--- src/rtl/md5_pkg.sv ---
// Shared types, constants and round tables of the MD5 hasher.
package md5_pkg;

	localparam int WORD_W      = 32;
	localparam int BLOCK_WORDS = 16;
	localparam int POS_W       = $clog2(BLOCK_WORDS);
	// two banks of one block each: fill one while the other is compressed
	localparam int STORE_DEPTH = 2 * BLOCK_WORDS;
	localparam int STORE_AW    = $clog2(STORE_DEPTH);
	localparam int ROUNDS      = 64;
	localparam int RND_W       = $clog2(ROUNDS);

	typedef logic [WORD_W-1:0]     word_t;
	typedef logic [3:0][WORD_W-1:0] chain_t;
	typedef logic [POS_W-1:0]      pos_t;
	typedef logic [RND_W-1:0]      rnd_t;

	localparam chain_t CHAIN_INIT = {32'h10325476, 32'h98badcfe, 32'hefcdab89, 32'h67452301};
	localparam word_t  PAD_WORD   = 32'h0000_0080;
	localparam pos_t   LEN_POS    = pos_t'(14);
	localparam pos_t   LAST_POS   = pos_t'(BLOCK_WORDS - 1);
	localparam rnd_t   LAST_RND   = rnd_t'(ROUNDS - 1);

	typedef struct packed {
		logic start;
		logic bank;
		logic chain_init;
	} md5_cmp_ctl_t;

	typedef struct packed {
		logic busy;
		logic bank;
	} md5_cmp_stat_t;

	function automatic word_t md5_rotl(word_t x, logic [4:0] s);
		return (x << s) | (x >> (6'd32 - {1'b0, s}));
	endfunction

	// message word index used by each round
	function automatic pos_t md5_g(rnd_t i);
		pos_t j;
		j = i[3:0];
		unique case (i[5:4])
			2'd0: return j;
			2'd1: return pos_t'(j * 4'd5 + 4'd1);
			2'd2: return pos_t'(j * 4'd3 + 4'd5);
			2'd3: return pos_t'(j * 4'd7);
		endcase
	endfunction

	function automatic logic [4:0] md5_s(rnd_t i);
		unique case ({i[5:4], i[1:0]})
			4'h0: return 5'd7;
			4'h1: return 5'd12;
			4'h2: return 5'd17;
			4'h3: return 5'd22;
			4'h4: return 5'd5;
			4'h5: return 5'd9;
			4'h6: return 5'd14;
			4'h7: return 5'd20;
			4'h8: return 5'd4;
			4'h9: return 5'd11;
			4'hA: return 5'd16;
			4'hB: return 5'd23;
			4'hC: return 5'd6;
			4'hD: return 5'd10;
			4'hE: return 5'd15;
			4'hF: return 5'd21;
		endcase
	endfunction

	function automatic word_t md5_k(rnd_t i);
		unique case (i)
			6'd0:  return 32'hd76aa478;
			6'd1:  return 32'he8c7b756;
			6'd2:  return 32'h242070db;
			6'd3:  return 32'hc1bdceee;
			6'd4:  return 32'hf57c0faf;
			6'd5:  return 32'h4787c62a;
			6'd6:  return 32'ha8304613;
			6'd7:  return 32'hfd469501;
			6'd8:  return 32'h698098d8;
			6'd9:  return 32'h8b44f7af;
			6'd10: return 32'hffff5bb1;
			6'd11: return 32'h895cd7be;
			6'd12: return 32'h6b901122;
			6'd13: return 32'hfd987193;
			6'd14: return 32'ha679438e;
			6'd15: return 32'h49b40821;
			6'd16: return 32'hf61e2562;
			6'd17: return 32'hc040b340;
			6'd18: return 32'h265e5a51;
			6'd19: return 32'he9b6c7aa;
			6'd20: return 32'hd62f105d;
			6'd21: return 32'h02441453;
			6'd22: return 32'hd8a1e681;
			6'd23: return 32'he7d3fbc8;
			6'd24: return 32'h21e1cde6;
			6'd25: return 32'hc33707d6;
			6'd26: return 32'hf4d50d87;
			6'd27: return 32'h455a14ed;
			6'd28: return 32'ha9e3e905;
			6'd29: return 32'hfcefa3f8;
			6'd30: return 32'h676f02d9;
			6'd31: return 32'h8d2a4c8a;
			6'd32: return 32'hfffa3942;
			6'd33: return 32'h8771f681;
			6'd34: return 32'h6d9d6122;
			6'd35: return 32'hfde5380c;
			6'd36: return 32'ha4beea44;
			6'd37: return 32'h4bdecfa9;
			6'd38: return 32'hf6bb4b60;
			6'd39: return 32'hbebfbc70;
			6'd40: return 32'h289b7ec6;
			6'd41: return 32'heaa127fa;
			6'd42: return 32'hd4ef3085;
			6'd43: return 32'h04881d05;
			6'd44: return 32'hd9d4d039;
			6'd45: return 32'he6db99e5;
			6'd46: return 32'h1fa27cf8;
			6'd47: return 32'hc4ac5665;
			6'd48: return 32'hf4292244;
			6'd49: return 32'h432aff97;
			6'd50: return 32'hab9423a7;
			6'd51: return 32'hfc93a039;
			6'd52: return 32'h655b59c3;
			6'd53: return 32'h8f0ccc92;
			6'd54: return 32'hffeff47d;
			6'd55: return 32'h85845dd1;
			6'd56: return 32'h6fa87e4f;
			6'd57: return 32'hfe2ce6e0;
			6'd58: return 32'ha3014314;
			6'd59: return 32'h4e0811a1;
			6'd60: return 32'hf7537e82;
			6'd61: return 32'hbd3af235;
			6'd62: return 32'h2ad7d2bb;
			6'd63: return 32'heb86d391;
		endcase
	endfunction

endpackage

--- src/rtl/md5_in_if.sv ---
// Message word channel: valid/ready handshake with word, byte count and last flag.
interface md5_in_if import md5_pkg::*; ();
	logic       valid;
	logic       ready;
	word_t      data_word;
	logic [2:0] valid_bytes;
	logic       last;

	modport source(output valid, data_word, valid_bytes, last, input ready);
	modport sink(input valid, data_word, valid_bytes, last, output ready);
endinterface

--- src/rtl/md5_out_if.sv ---
// Digest word channel: valid/ready handshake with digest word, index and end flag.
interface md5_out_if import md5_pkg::*; ();
	logic       valid;
	logic       ready;
	word_t      digest_word;
	logic [1:0] word_index;
	logic       digest_end;

	modport source(output valid, digest_word, word_index, digest_end, input ready);
	modport sink(input valid, digest_word, word_index, digest_end, output ready);
endinterface

--- src/rtl/md5_ram.sv ---
// Generic single-write, single-read synchronous RAM with registered read data.
module md5_ram #(
	parameter int WIDTH = 32,
	parameter int DEPTH = 32
) (
	input  logic                     clk,
	input  logic                     we,
	input  logic [$clog2(DEPTH)-1:0] waddr,
	input  logic [WIDTH-1:0]         wdata,
	input  logic [$clog2(DEPTH)-1:0] raddr,
	output logic [WIDTH-1:0]         rdata
);
	logic [WIDTH-1:0] mem [DEPTH];

	always_ff @(posedge clk) begin
		if (we) begin
			mem[waddr] <= wdata;
		end
		rdata <= mem[raddr];
	end
endmodule

--- src/rtl/md5_cmp.sv ---
// MD5 compression engine: one round per cycle over a block held in the block RAM.
module md5_cmp import md5_pkg::*; (
	input  logic           clk,
	input  logic           arst_n,
	input  md5_cmp_ctl_t   ctl,
	output md5_cmp_stat_t  stat,
	output chain_t         chain,
	output logic [STORE_AW-1:0] rd_addr,
	input  word_t          rd_data
);
	typedef enum logic [1:0] {CS_IDLE, CS_RUN, CS_FIN} cmp_state_t;

	cmp_state_t state_q;
	chain_t     chain_q;
	logic       bank_q;
	rnd_t       rnd_q;
	word_t      a_q, b_q, c_q, d_q;
	word_t      ka_q;

	rnd_t  rnd_nxt;
	word_t f, t, b_new;

	always_comb begin
		unique case (rnd_q[5:4])
			2'd0: f = (b_q & c_q) | (~b_q & d_q);
			2'd1: f = (b_q & d_q) | (c_q & ~d_q);
			2'd2: f = b_q ^ c_q ^ d_q;
			2'd3: f = c_q ^ (b_q | ~d_q);
		endcase
		rnd_nxt = rnd_q + rnd_t'(1);
		// ka_q already holds K plus the a word for this round
		t       = ka_q + f + rd_data;
		b_new   = b_q + md5_rotl(t, md5_s(rnd_q));
		// fetch the message word of the next round now, so the registered read has it when that round starts
		if (state_q == CS_RUN) begin
			rd_addr = {bank_q, md5_g(rnd_nxt)};
		end else begin
			rd_addr = {ctl.bank, md5_g(rnd_t'(0))};
		end
	end

	assign stat.busy = (state_q != CS_IDLE);
	assign stat.bank = bank_q;
	assign chain     = chain_q;

	always_ff @(posedge clk or negedge arst_n) begin
		if (!arst_n) begin
			state_q <= CS_IDLE;
			chain_q <= CHAIN_INIT;
			bank_q  <= 1'b0;
			rnd_q   <= '0;
			a_q     <= '0;
			b_q     <= '0;
			c_q     <= '0;
			d_q     <= '0;
			ka_q    <= '0;
		end else begin
			unique case (state_q)
				CS_IDLE: begin
					if (ctl.start) begin
						a_q     <= chain_q[0];
						b_q     <= chain_q[1];
						c_q     <= chain_q[2];
						d_q     <= chain_q[3];
						ka_q    <= md5_k(rnd_t'(0)) + chain_q[0];
						bank_q  <= ctl.bank;
						rnd_q   <= rnd_t'(0);
						state_q <= CS_RUN;
					end else if (ctl.chain_init) begin
						chain_q <= CHAIN_INIT;
					end
				end
				CS_RUN: begin
					a_q   <= d_q;
					b_q   <= b_new;
					c_q   <= b_q;
					d_q   <= c_q;
					ka_q  <= md5_k(rnd_nxt) + d_q;
					rnd_q <= rnd_nxt;
					if (rnd_q == LAST_RND) begin
						state_q <= CS_FIN;
					end
				end
				CS_FIN: begin
					chain_q[0] <= chain_q[0] + a_q;
					chain_q[1] <= chain_q[1] + b_q;
					chain_q[2] <= chain_q[2] + c_q;
					chain_q[3] <= chain_q[3] + d_q;
					state_q    <= CS_IDLE;
				end
				default: state_q <= CS_IDLE;
			endcase
		end
	end
endmodule

--- src/rtl/md5_hash_core.sv ---
// Streaming MD5 hasher top level: block fill, padding, compression and digest output.
//
//   channel | dir | payload                                 | meaning
//   msg     | in  | data_word[31:0] valid_bytes[2:0] last   | message word, LE bytes
//   dig     | out | digest_word[31:0] word_index[1:0] digest_end | digest A..D
//
// A message word is taken on each handshake and written into the fill bank of the block RAM.
// Each full block passes through the compression engine (a load, one RAM read and one
// round per cycle, then the chain update); msg.ready drops while a full block waits for
// the engine. After the last word the pad, zero fill and length words are written one
// per cycle while no full block waits (up to 18), then the four digest words go out,
// held under back pressure on dig.
// Reset is asynchronous; it loads the initial chain and empties the block position.
module md5_hash_core import md5_pkg::*; (
	input  logic      clk,
	input  logic      arst_n,
	md5_in_if.sink    msg,
	md5_out_if.source dig
);
	typedef enum logic [1:0] {S_IN, S_PAD, S_DRAIN, S_OUT} top_state_t;

	top_state_t    state_q;
	pos_t          pos_q;
	logic          bank_q;
	logic          full_q;
	logic [63:0]   bitlen_q;
	logic          extra_q;
	logic          hi_next_q;
	logic [1:0]    idx_q;

	md5_cmp_ctl_t  cmp_ctl;
	md5_cmp_stat_t cmp_stat;
	chain_t        cmp_chain;
	logic [STORE_AW-1:0] rd_addr;
	word_t         rd_data;

	logic          msg_fire, dig_fire;
	logic [2:0]    n_sat;
	word_t         first_word, pad_word, push_data;
	logic          push_en;

	assign msg.ready = (state_q == S_IN) && !full_q;
	assign msg_fire  = msg.valid && msg.ready;
	assign dig_fire  = dig.valid && dig.ready;

	always_comb begin
		n_sat = (msg.valid_bytes > 3'd4) ? 3'd4 : msg.valid_bytes;
		// for a partial last word, mask unused bytes and append the pad byte right after the data
		unique case (n_sat)
			3'd0:    first_word = PAD_WORD;
			3'd1:    first_word = {16'h0, PAD_WORD[7:0], msg.data_word[7:0]};
			3'd2:    first_word = {8'h0, PAD_WORD[7:0], msg.data_word[15:0]};
			3'd3:    first_word = {PAD_WORD[7:0], msg.data_word[23:0]};
			default: first_word = msg.data_word;
		endcase
		if (extra_q) begin
			pad_word = PAD_WORD;
		end else if (hi_next_q) begin
			pad_word = bitlen_q[63:32];
		end else if (pos_q == LEN_POS) begin
			pad_word = bitlen_q[31:0];
		end else begin
			pad_word = '0;
		end
		push_en   = msg_fire || ((state_q == S_PAD) && !full_q);
		push_data = (state_q == S_PAD) ? pad_word
		          : (msg.last ? first_word : msg.data_word);
	end

	// the engine only reads the bank that is not being filled
	assign cmp_ctl.start      = full_q && !cmp_stat.busy;
	assign cmp_ctl.bank       = bank_q;
	assign cmp_ctl.chain_init = dig_fire && dig.digest_end;

	md5_ram #(
		.WIDTH(WORD_W),
		.DEPTH(STORE_DEPTH)
	) u_store (
		.clk   (clk),
		.we    (push_en),
		.waddr ({bank_q, pos_q}),
		.wdata (push_data),
		.raddr (rd_addr),
		.rdata (rd_data)
	);

	md5_cmp u_cmp (
		.clk     (clk),
		.arst_n  (arst_n),
		.ctl     (cmp_ctl),
		.stat    (cmp_stat),
		.chain   (cmp_chain),
		.rd_addr (rd_addr),
		.rd_data (rd_data)
	);

	assign dig.valid       = (state_q == S_OUT);
	assign dig.digest_word = cmp_chain[idx_q];
	assign dig.word_index  = idx_q;
	assign dig.digest_end  = (idx_q == 2'd3);

	always_ff @(posedge clk or negedge arst_n) begin
		if (!arst_n) begin
			state_q   <= S_IN;
			pos_q     <= '0;
			bank_q    <= 1'b0;
			full_q    <= 1'b0;
			bitlen_q  <= '0;
			extra_q   <= 1'b0;
			hi_next_q <= 1'b0;
			idx_q     <= '0;
		end else begin
			if (cmp_ctl.start) begin
				full_q <= 1'b0;
				bank_q <= ~bank_q;
			end
			if (push_en) begin
				pos_q <= pos_q + pos_t'(1);
				if (pos_q == LAST_POS) begin
					full_q <= 1'b1;
				end
			end
			unique case (state_q)
				S_IN: begin
					if (msg_fire) begin
						if (msg.last) begin
							bitlen_q  <= bitlen_q + {58'b0, n_sat, 3'b000};
							extra_q   <= (n_sat == 3'd4);
							hi_next_q <= 1'b0;
							state_q   <= S_PAD;
						end else begin
							bitlen_q <= bitlen_q + 64'd32;
						end
					end
				end
				S_PAD: begin
					if (!full_q) begin
						extra_q <= 1'b0;
						if (!extra_q && hi_next_q) begin
							hi_next_q <= 1'b0;
							state_q   <= S_DRAIN;
						end else if (!extra_q && (pos_q == LEN_POS)) begin
							hi_next_q <= 1'b1;
						end
					end
				end
				S_DRAIN: begin
					// wait for the final block to leave the engine
					if (!full_q && !cmp_stat.busy) begin
						idx_q   <= '0;
						state_q <= S_OUT;
					end
				end
				S_OUT: begin
					if (dig_fire) begin
						idx_q <= idx_q + 2'd1;
						if (dig.digest_end) begin
							bitlen_q <= '0;
							state_q  <= S_IN;
						end
					end
				end
				default: state_q <= S_IN;
			endcase
		end
	end

	a_out_idle: assert property (@(posedge clk) disable iff (!arst_n)
		dig.valid |-> (!cmp_stat.busy && !full_q))
		else $error("digest shown while a block is still in flight");

	a_bank_split: assert property (@(posedge clk) disable iff (!arst_n)
		(cmp_stat.busy && push_en) |-> (bank_q != cmp_stat.bank))
		else $error("write into the bank under compression");

	a_chain_restart: assert property (@(posedge clk) disable iff (!arst_n)
		(dig_fire && dig.digest_end) |=> (cmp_chain == CHAIN_INIT))
		else $error("chain not restored after digest");

	a_pos_aligned: assert property (@(posedge clk) disable iff (!arst_n)
		dig.valid |-> (pos_q == '0))
		else $error("digest with a partial block pending");
endmodule
--- src/flat_wrapper.sv ---
// flat-port wrapper written by rule: the top's interface ports become plain ports
module md5_hash_core_flat import md5_pkg::*;
  (clk, arst_n, msg_valid, msg_data_word, msg_valid_bytes, msg_last, msg_ready, dig_valid, dig_digest_word, dig_word_index, dig_digest_end, dig_ready);
  md5_in_if msg_i ();
  md5_out_if dig_i ();
  input  logic clk;
  input  logic arst_n;
  input wire logic [$bits(msg_i.valid)-1:0] msg_valid;
  input wire logic [$bits(msg_i.data_word)-1:0] msg_data_word;
  input wire logic [$bits(msg_i.valid_bytes)-1:0] msg_valid_bytes;
  input wire logic [$bits(msg_i.last)-1:0] msg_last;
  output wire logic [$bits(msg_i.ready)-1:0] msg_ready;
  output wire logic [$bits(dig_i.valid)-1:0] dig_valid;
  output wire logic [$bits(dig_i.digest_word)-1:0] dig_digest_word;
  output wire logic [$bits(dig_i.word_index)-1:0] dig_word_index;
  output wire logic [$bits(dig_i.digest_end)-1:0] dig_digest_end;
  input wire logic [$bits(dig_i.ready)-1:0] dig_ready;
  assign msg_i.valid = msg_valid;
  assign msg_i.data_word = msg_data_word;
  assign msg_i.valid_bytes = msg_valid_bytes;
  assign msg_i.last = msg_last;
  assign msg_ready = msg_i.ready;
  assign dig_valid = dig_i.valid;
  assign dig_digest_word = dig_i.digest_word;
  assign dig_word_index = dig_i.word_index;
  assign dig_digest_end = dig_i.digest_end;
  assign dig_i.ready = dig_ready;
  md5_hash_core u_core (.clk(clk), .arst_n(arst_n), .msg(msg_i), .dig(dig_i));
endmodule
--- config.mk ---
export PLATFORM = sky130hd
export DESIGN_NAME = md5_hash_core_flat
export DESIGN_NICKNAME = d
export VERILOG_FILES = /design/src/rtl/md5_pkg.sv /design/src/rtl/md5_in_if.sv /design/src/rtl/md5_out_if.sv /design/src/rtl/md5_ram.sv /design/src/rtl/md5_cmp.sv /design/src/rtl/md5_hash_core.sv /design/src/flat_wrapper.sv
export SDC_FILE = /design/constraint.sdc
export NUM_CORES = 2
export LEC_CHECK = 0
export ABC_AREA = 1
export BUFFER_PORTS_ARGS = -buffer_cell sky130_fd_sc_hd__buf_4
export CAP_MARGIN = 20
export CELL_PAD_IN_SITES_DETAIL_PLACEMENT = 1
export CELL_PAD_IN_SITES_GLOBAL_PLACEMENT = 2
export CORE_ASPECT_RATIO = 1.2
export CORE_MARGIN = 2
export CORE_UTILIZATION = 45
export CTS_BUF_LIST = sky130_fd_sc_hd__clkbuf_2 sky130_fd_sc_hd__clkbuf_4 sky130_fd_sc_hd__clkbuf_8
export CTS_CLUSTER_SIZE = 12
export DETAILED_ROUTE_END_ITERATION = 7
export PLACE_DENSITY = 0.95
export REMOVE_ABC_BUFFERS = 1
export SYNTH_ARGS = -nofsm -noshare
export SYNTH_HDL_FRONTEND = slang
export SYNTH_SLANG_ARGS = --single-unit
--- constraint.sdc ---
create_clock -name clk -period 11.45 [get_ports clk]
set_input_delay 0.5725 -clock clk [delete_from_list [all_inputs] [get_ports clk]]
set_output_delay 0.5725 -clock clk [all_outputs]
set_load 0.02 [all_outputs]
After elaboration in Yosys (flattened, before gate mapping)
Memories as Yosys holds them, arrays and structs flattened. A register that Yosys moved wholly into a read port is not among the register bits.
Index checks and enable logic that the tools add are counted.
{ "op_classes": {"add_sub_neg": 17, "mul": 3, "div_mod_pow": 0, "order_cmp": 2, "eq_ne": 31, "shifts": 2, "n_mux": 62, "bitwise_logic": 14, "reduce_logical": 33} }
{ "ops": {"columns": ["cell", "n"], "rows": [
  ["2-to-1 mux 32 bit", 12],
  ["case mux 32 bit (2 select lines)", 5],
  ["adder 32 bit", 8],
  ["2-to-1 mux 128 bit", 2],
  ["2-to-1 mux 64 bit", 4],
  ["case mux 128 bit (2 select lines)", 1],
  ["case mux 32 bit (4 select lines)", 2],
  ["AND 32 bit", 4],
  ["OR 32 bit", 4],
  ["case mux 64 bit (2 select lines)", 1],
  ["bitwise XOR 32 bit", 3],
  ["adder 64 x 6 -> 64 bit", 1],
  ["adder 64 x 6 -> 64 bit, second input constant", 1],
  ["binary-select mux 32 bit (select 2 bit)", 1],
  ["NOT 32 bit", 2],
  ["adder 32 bit, first input constant", 1],
  ["<< shifter 32 x 5 -> 32 bit", 1],
  ["right shift 32 x 6 -> 32 bit", 1],
  ["2-to-1 mux 2 bit", 11],
  ["equality test 2 bit, second input constant", 8],
  ["case mux 4 bit (4 select lines)", 1],
  ["2-to-1 mux 1 bit", 13],
  ["!= test 2 bit, second input constant", 6],
  ["case mux 6 bit (2 select lines)", 1],
  ["other kinds (35)", 70]
]} }
{ "totals": {"regBits": 373, "latch_bits": 0, "ram_bits": 1024, "rom_bits": 2128, "input_bits": 40, "out_inout_bits": 37, "wordCells": 187, "mem_count": 3} }
{ "mem_list": {"columns": ["name", "depth", "width", "rd", "rd_ports_with_merged_regs", "wr", "line_no", "rtl"], "rows": [
  ["(no name shown)", 64, 32, 1, 0, 0, "md5_pkg.sv:73", "unique case (i)"],
  ["u_core.u_store.mem", 32, 32, 1, 1, 1, "md5_ram.sv:13", "logic [WIDTH-1:0] mem [DEPTH];"],
  ["(no name shown)", 16, 5, 1, 0, 0, "md5_pkg.sv:52", "unique case ({i[5:4], i[1:0]})"]
]} }

Longest topological paths before layout
{ "depth": {"depth_word": 10, "ltp_mapped": 47} }

By module
From an unflattened synthesis, not the netlist that was laid out.
{ "unflattened": {"cells_unflattened": 9711, "hier_area_um2": 81659.6} }
{ "by_module_without_submodules": {"columns": ["mod", "instances", "cells_per_inst", "area_each_um2"], "rows": [
  ["md5_ram", 1, 3536, 42405.7],
  ["md5_cmp", 1, 5095, 32743.9],
  ["md5_hash_core", 1, 1080, 6510.0]
]} }

Least setup slack after synthesis
Ideal clock, no wire load.
{ "synth_timing": {"path_type": "register -> register", "start": "reg u_core.u_cmp.rnd_q[5]", "end": "reg u_core.u_cmp.b_q[18]", "setup_time_ns": 0.124, "arrival_ns": 5.867, "t_required_ns": 11.326, "setup_slack_ns": 5.459, "stages_incl_launch_ff": 40, "path_buffers": 1, "period_less_slack_ns": 5.991, "cell_sequence": "dfrtp_1 inv_1 nor2_2 clkbuf_1 nand3_1 o2111ai_1 o31ai_1 fa_1 inv_1 ha_1 fa_1 nand3_1 nand3_1 nand3_1 nand2_1 nand2_1 nand2_1 nand2_1 [... 4 more ...] nand2_1 nand2_1 nand3_1 nand2_1 fa_1 nand3_1 nand2_1 a21oi_1 inv_1 a21oi_1 inv_1 a21oi_1 o21ai_0 nand2_1 a21o_1 nand3_1 o211ai_1 nand2_1"} }
{ "synth_via": {"elab_chain_len": 8, "elab_cells_between_ends": 14} }
{ "synth_rtl": {"columns": ["item", "line_no", "rtl"], "rows": [
  ["from (decl)", "md5_cmp.sv:16", "rnd_t rnd_q;"],
  ["from (signal assigned)", "md5_cmp.sv:67", "rnd_q <= rnd_t'(0);"],
  ["from (signal assigned)", "md5_cmp.sv:79", "rnd_q <= rnd_nxt;"],
  ["equality test 2 bit (tied with other cells)", "md5_cmp.sv:24", "unique case (rnd_q[5:4])"],
  ["case mux 32 bit (4 select lines)", "md5_cmp.sv:24", null],
  ["adder 32 bit (2 in series)", "md5_cmp.sv:32", "t = ka_q + f + rd_data;"],
  ["right shift 32 x 6 -> 32 bit / << shifter 32 x 5 -> 32 bit (equally long branches)", "md5_pkg.sv:36", "return (x << s) | (x >> (6'd32 - {1'b0, s}));"],
  ["OR 32 bit *", "md5_pkg.sv:36", null],
  ["adder 32 bit *", "md5_cmp.sv:33", "b_new = b_q + md5_rotl(t, md5_s(rnd_q));"],
  ["case mux 32 bit (2 select lines) *", "md5_cmp.sv:58", "unique case (state_q)"],
  ["to (signal assigned)", "md5_cmp.sv:62", "b_q <= chain_q[1];"],
  ["to (signal assigned)", "md5_cmp.sv:75", "b_q <= b_new;"],
  ["to (decl)", "md5_cmp.sv:17", "word_t a_q, b_q, c_q, d_q;"]
]} }
Every way passes the cells marked *; elsewhere a longest branch is shown, timed or not.
A chain may end at the register's enable or synchronous reset.

Worst setup path in the final report
{ "layout_timing": {"start": "reg u_core.u_cmp.rnd_q[4]", "end": "reg u_core.u_cmp.b_q[28]"} }
The elaborated chain is that of the path after synthesis.

==> flow_summary.json <==
{
  "layout_commonest_cell": "nand2_1",
  "post-place-ws_ns": 3.02,
  "slowest_delay_ns": 0.59,
  "cts_sinks": 1426,
  "netlist_area_um2": 81500,
  "drt-met1-wl_mm": 133,
  "clock_latency_ns": 1.06,
  "slew_headroom": 0.0422,
  "grt_max_degree": 134,
  "synth_fa_ha_area_frac": 0.0493,
  "synth-compound-area-share": 0.196,
  "route.top_layer_used": "met5",
  "met3_length_mm": 26.8,
  "crit_arrival_ns": 9.61,
  "critPathCaptureType": "register",
  "dpl_cell_area_um2": 85300,
  "maxSlewViolCount": 0,
  "yosysSeqAreaShare": 0.500,
  "rsz0062_at_grt": "no",
  "skew_ns": 0.0898,
  "drt_wl_total_mm": 363,
  "fmax_mhz": 115,
  "required_ns": 12.40,
  "fin_crit_sh": 0.756,
  "portBuffers": 76,
  "drcViolationCount": 0,
  "power_density_nw_per_um2": 143,
  "syn_inst": 9270,
  "status": "completed",
  "tritoncts": "yes",
  "yosysUniqueCellTypes": 67,
  "grt_pass1_wl_mm": 525,
  "wl_met2_mm": 170,
  "synth_seq_cells": 1426,
  "grtUsageTotal": 0.386,
  "path_common_cell": "nand2_1",
  "cts_root_buffer": "clkbuf_8",
  "clockBufferDepth": 3,
  "fin_crit_ns": 8.66,
  "synthSimpleGateAreaFrac": 0.179,
  "setup_viol": 0,
  "drt_iter0_markers": 7493,
  "grt_remaining_overflow": 0,
  "design.core.area_um2": 180000,
  "wl_per_cell_um": 30.4,
  "power.total_mw": 13.0,
  "most-common-layout-cells": "1303 x nand2_1, 1132 x o21ai_0, 1024 x edfxtp_1",
  "syn_area_per_cell_um2": 8.79,
  "path_class": "reg -> reg",
  "synth_top_family_by_area": "compound AO/OA/AOI/OAI gates",
  "h-tree-depth": 4,
  "cts.reportedPaths.clkPinSlew_ns": 0.06,
  "antenna_found_initial": 11,
  "worst_pin_slew_ns": 1.44,
  "fp.dieH_um": 470,
  "dieArea_um2": 184000,
  "design_area_um2": 90800,
  "dr.pass1.iters": 7,
  "cts_buffers": 229,
  "start_util": 0.452,
  "hpwl_mm": 241,
  "gp_congestion": 1.01,
  "antenna_left": 0,
  "multiInputGateArea_um2": 36200,
  "cap_viol_max_count": 0,
  "vias": 75700,
  "synth_edf_count": 1024,
  "p_leak_nw": 35.7,
  "syn2layout_area_growth_pct": 11.4,
  "drive_gt1_frac": 0.0930,
  "grt_pass1_vias": 78200,
  "synth_xor_area_frac": 0.0104,
  "die_x_um": 392,
  "worst_hold_slack_ns": 0.0344,
  "hold_path_class": "in -> reg",
  "num_rows": 171,
  "yosys_warnings": 0,
  "fillers": 20800,
  "synthMuxAreaShare": 0.000491,
  "avgViaCountPerCell": 6.34,
  "regArea_um2": 40700,
  "layout_setup_ws_ns": 2.79,
  "crit_path_max_fanout": 28,
  "async_reset_ff_frac": 0.259,
  "critPathLaunchType": "register",
  "cts_resized": 0,
  "nets": 9651,
  "synthFlopType": "edfxtp_1",
  "num_io_pins": 77,
  "hold_viol": 0,
  "crit_slowest_cell": "dfrtp_1",
  "peakVddDrop_mv": 0.139
}
[cells by family after synthesis]
| family | after synthesis |
|---|---|
| AO/OA/AOI/OAI | 2700 |
| adder cells (fa/ha/maj) | 296 |
| buffers and inverters | 1382 |
| flip-flops | 1426 |
| XOR/XNOR | 95 |
| multiplexers | 4 |
| AND/OR/NAND/NOR | 3367 |
[critical path: cells and delay by family (launching register included)]
family,cells,cell delay (ns)
AOI/OAI and AO/OA,15,3.85
xor gates and xnor gates,1,0.43
adders and majority gates,4,1.67
buffers and inverters,6,0.76
DFF,1,0.59
and+or+nand+nor,10,1.26
[state kept, by name (all words and copies together), names as in the netlist]
signal,count
u_core.bank_q,1
u_core.bitlen_q,61
u_core.dig.word_index,2
u_core.extra_q,1
u_core.full_q,1
u_core.hi_next_q,1
u_core.pos_q,4
u_core.state_q,2
u_core.u_cmp.a_q,32
u_core.u_cmp.b_q,32
u_core.u_cmp.bank_q,1
u_core.u_cmp.c_q,32
u_core.u_cmp.chain,128
u_core.u_cmp.d_q,32
u_core.u_cmp.ka_q,32
u_core.u_cmp.rnd_q,6
u_core.u_cmp.state_q,2
u_core.u_store.mem,1024
u_core.u_store.rdata,32
[what timing repair did]
| action | 4_1_cts | 5_1_grt |
|---|---|---|
| hold buffers | 4 | 1 |
| buffers inserted | 0 | 0 |
| hold endpoints to repair | 88 | 1 |
[power breakdown]
part           leakage [nW]  internal [mW]  switching (mW)
registers              13.8           6.04          0.0834
clock network          2.69           2.59            2.32
logic                  19.2          0.433            1.49
total                  35.7           9.06            3.89
[worst paths after layout]
path	start	end	slack, ns	cells past startpoint
hold reg to reg	u_core.u_cmp.a_q[27]	u_core.u_cmp.a_q[27]	0.49	2
max in group asynchronous	arst_n	u_core.u_cmp.chain[33]	9.15	4
setup / recovery	u_core.u_cmp.rnd_q[4]	u_core.u_cmp.b_q[28]	2.79	36
setup reg to reg	u_core.u_cmp.rnd_q[4]	u_core.u_cmp.b_q[28]	2.79	36
min in group asynchronous	arst_n	u_core.u_cmp.a_q[17]	0.14	2
hold / removal	msg_data_word[12]	u_core.u_store.mem[5][12]	0.03	3
[routing by layer]
layer  global-route usage  vias to the layer above
li1                     -                    32900
met1                0.454                    37700
met2                0.627                     3916
met3               0.0628                     1233
met4                0.305                        6
met5                    0                        -
[layout make-up]
| class | count | share of cell area |
|---|---|---|
| antenna | 4 | 0.000110 |
| clock buffer | 348 | 0.0466 |
| inverter | 933 | 0.0389 |
| timing repair buffer | 263 | 0.0243 |
| sequential | 1426 | 0.449 |
| multi-input combinational | 6462 | 0.398 |
| tap | 2422 | 0.0334 |
| clock inverter | 85 | 0.00957 |
[cells in the mapped netlist, types with 13 or more instances]
cell type,instances,area (um^2)
or2_2,50,313
a211oi_1,16,120
xnor2_1,34,298
o22ai_1,103,644
clkbuf_1,347,1300
o2111ai_1,28,245
a22oi_1,13,97.6
fa_1,42,841
buf_1,26,97.6
edfxtp_1,1024,30700
a21o_1,21,158
o211ai_1,560,4200
ha_1,254,3180
xor2_1,60,526
or2_0,200,1250
nand3_1,633,3170
a21oi_1,548,2740
o21a_1,49,368
buf_2,74,370
o32ai_1,18,158
o21bai_1,15,113
inv_1,912,3420
inv_2,17,63.8
a221oi_1,15,131
nand4_1,63,394
dfrtp_1,306,7660
a31oi_1,57,357
or2_1,25,156
o31ai_1,53,398
o21ai_1,15,75.1
nor2_1,934,3510
dfxtp_1,32,641
nor4_1,24,150
nor3_1,98,490
dfstp_2,64,1680
o21ai_0,1132,5670
nand2_1,1308,4910
o221ai_1,13,114
[through the flow]
step                utilization  TNS (ns)  cells
floorplan                     -   -242.81   8821
global placement          0.473         0  11500
detailed placement        0.473         0  11500
CTS                       0.502         0  11900
global route              0.503         0  11900
finish                    0.503         0  11900
No activity file was read; power rests on OpenSTA's default activity.
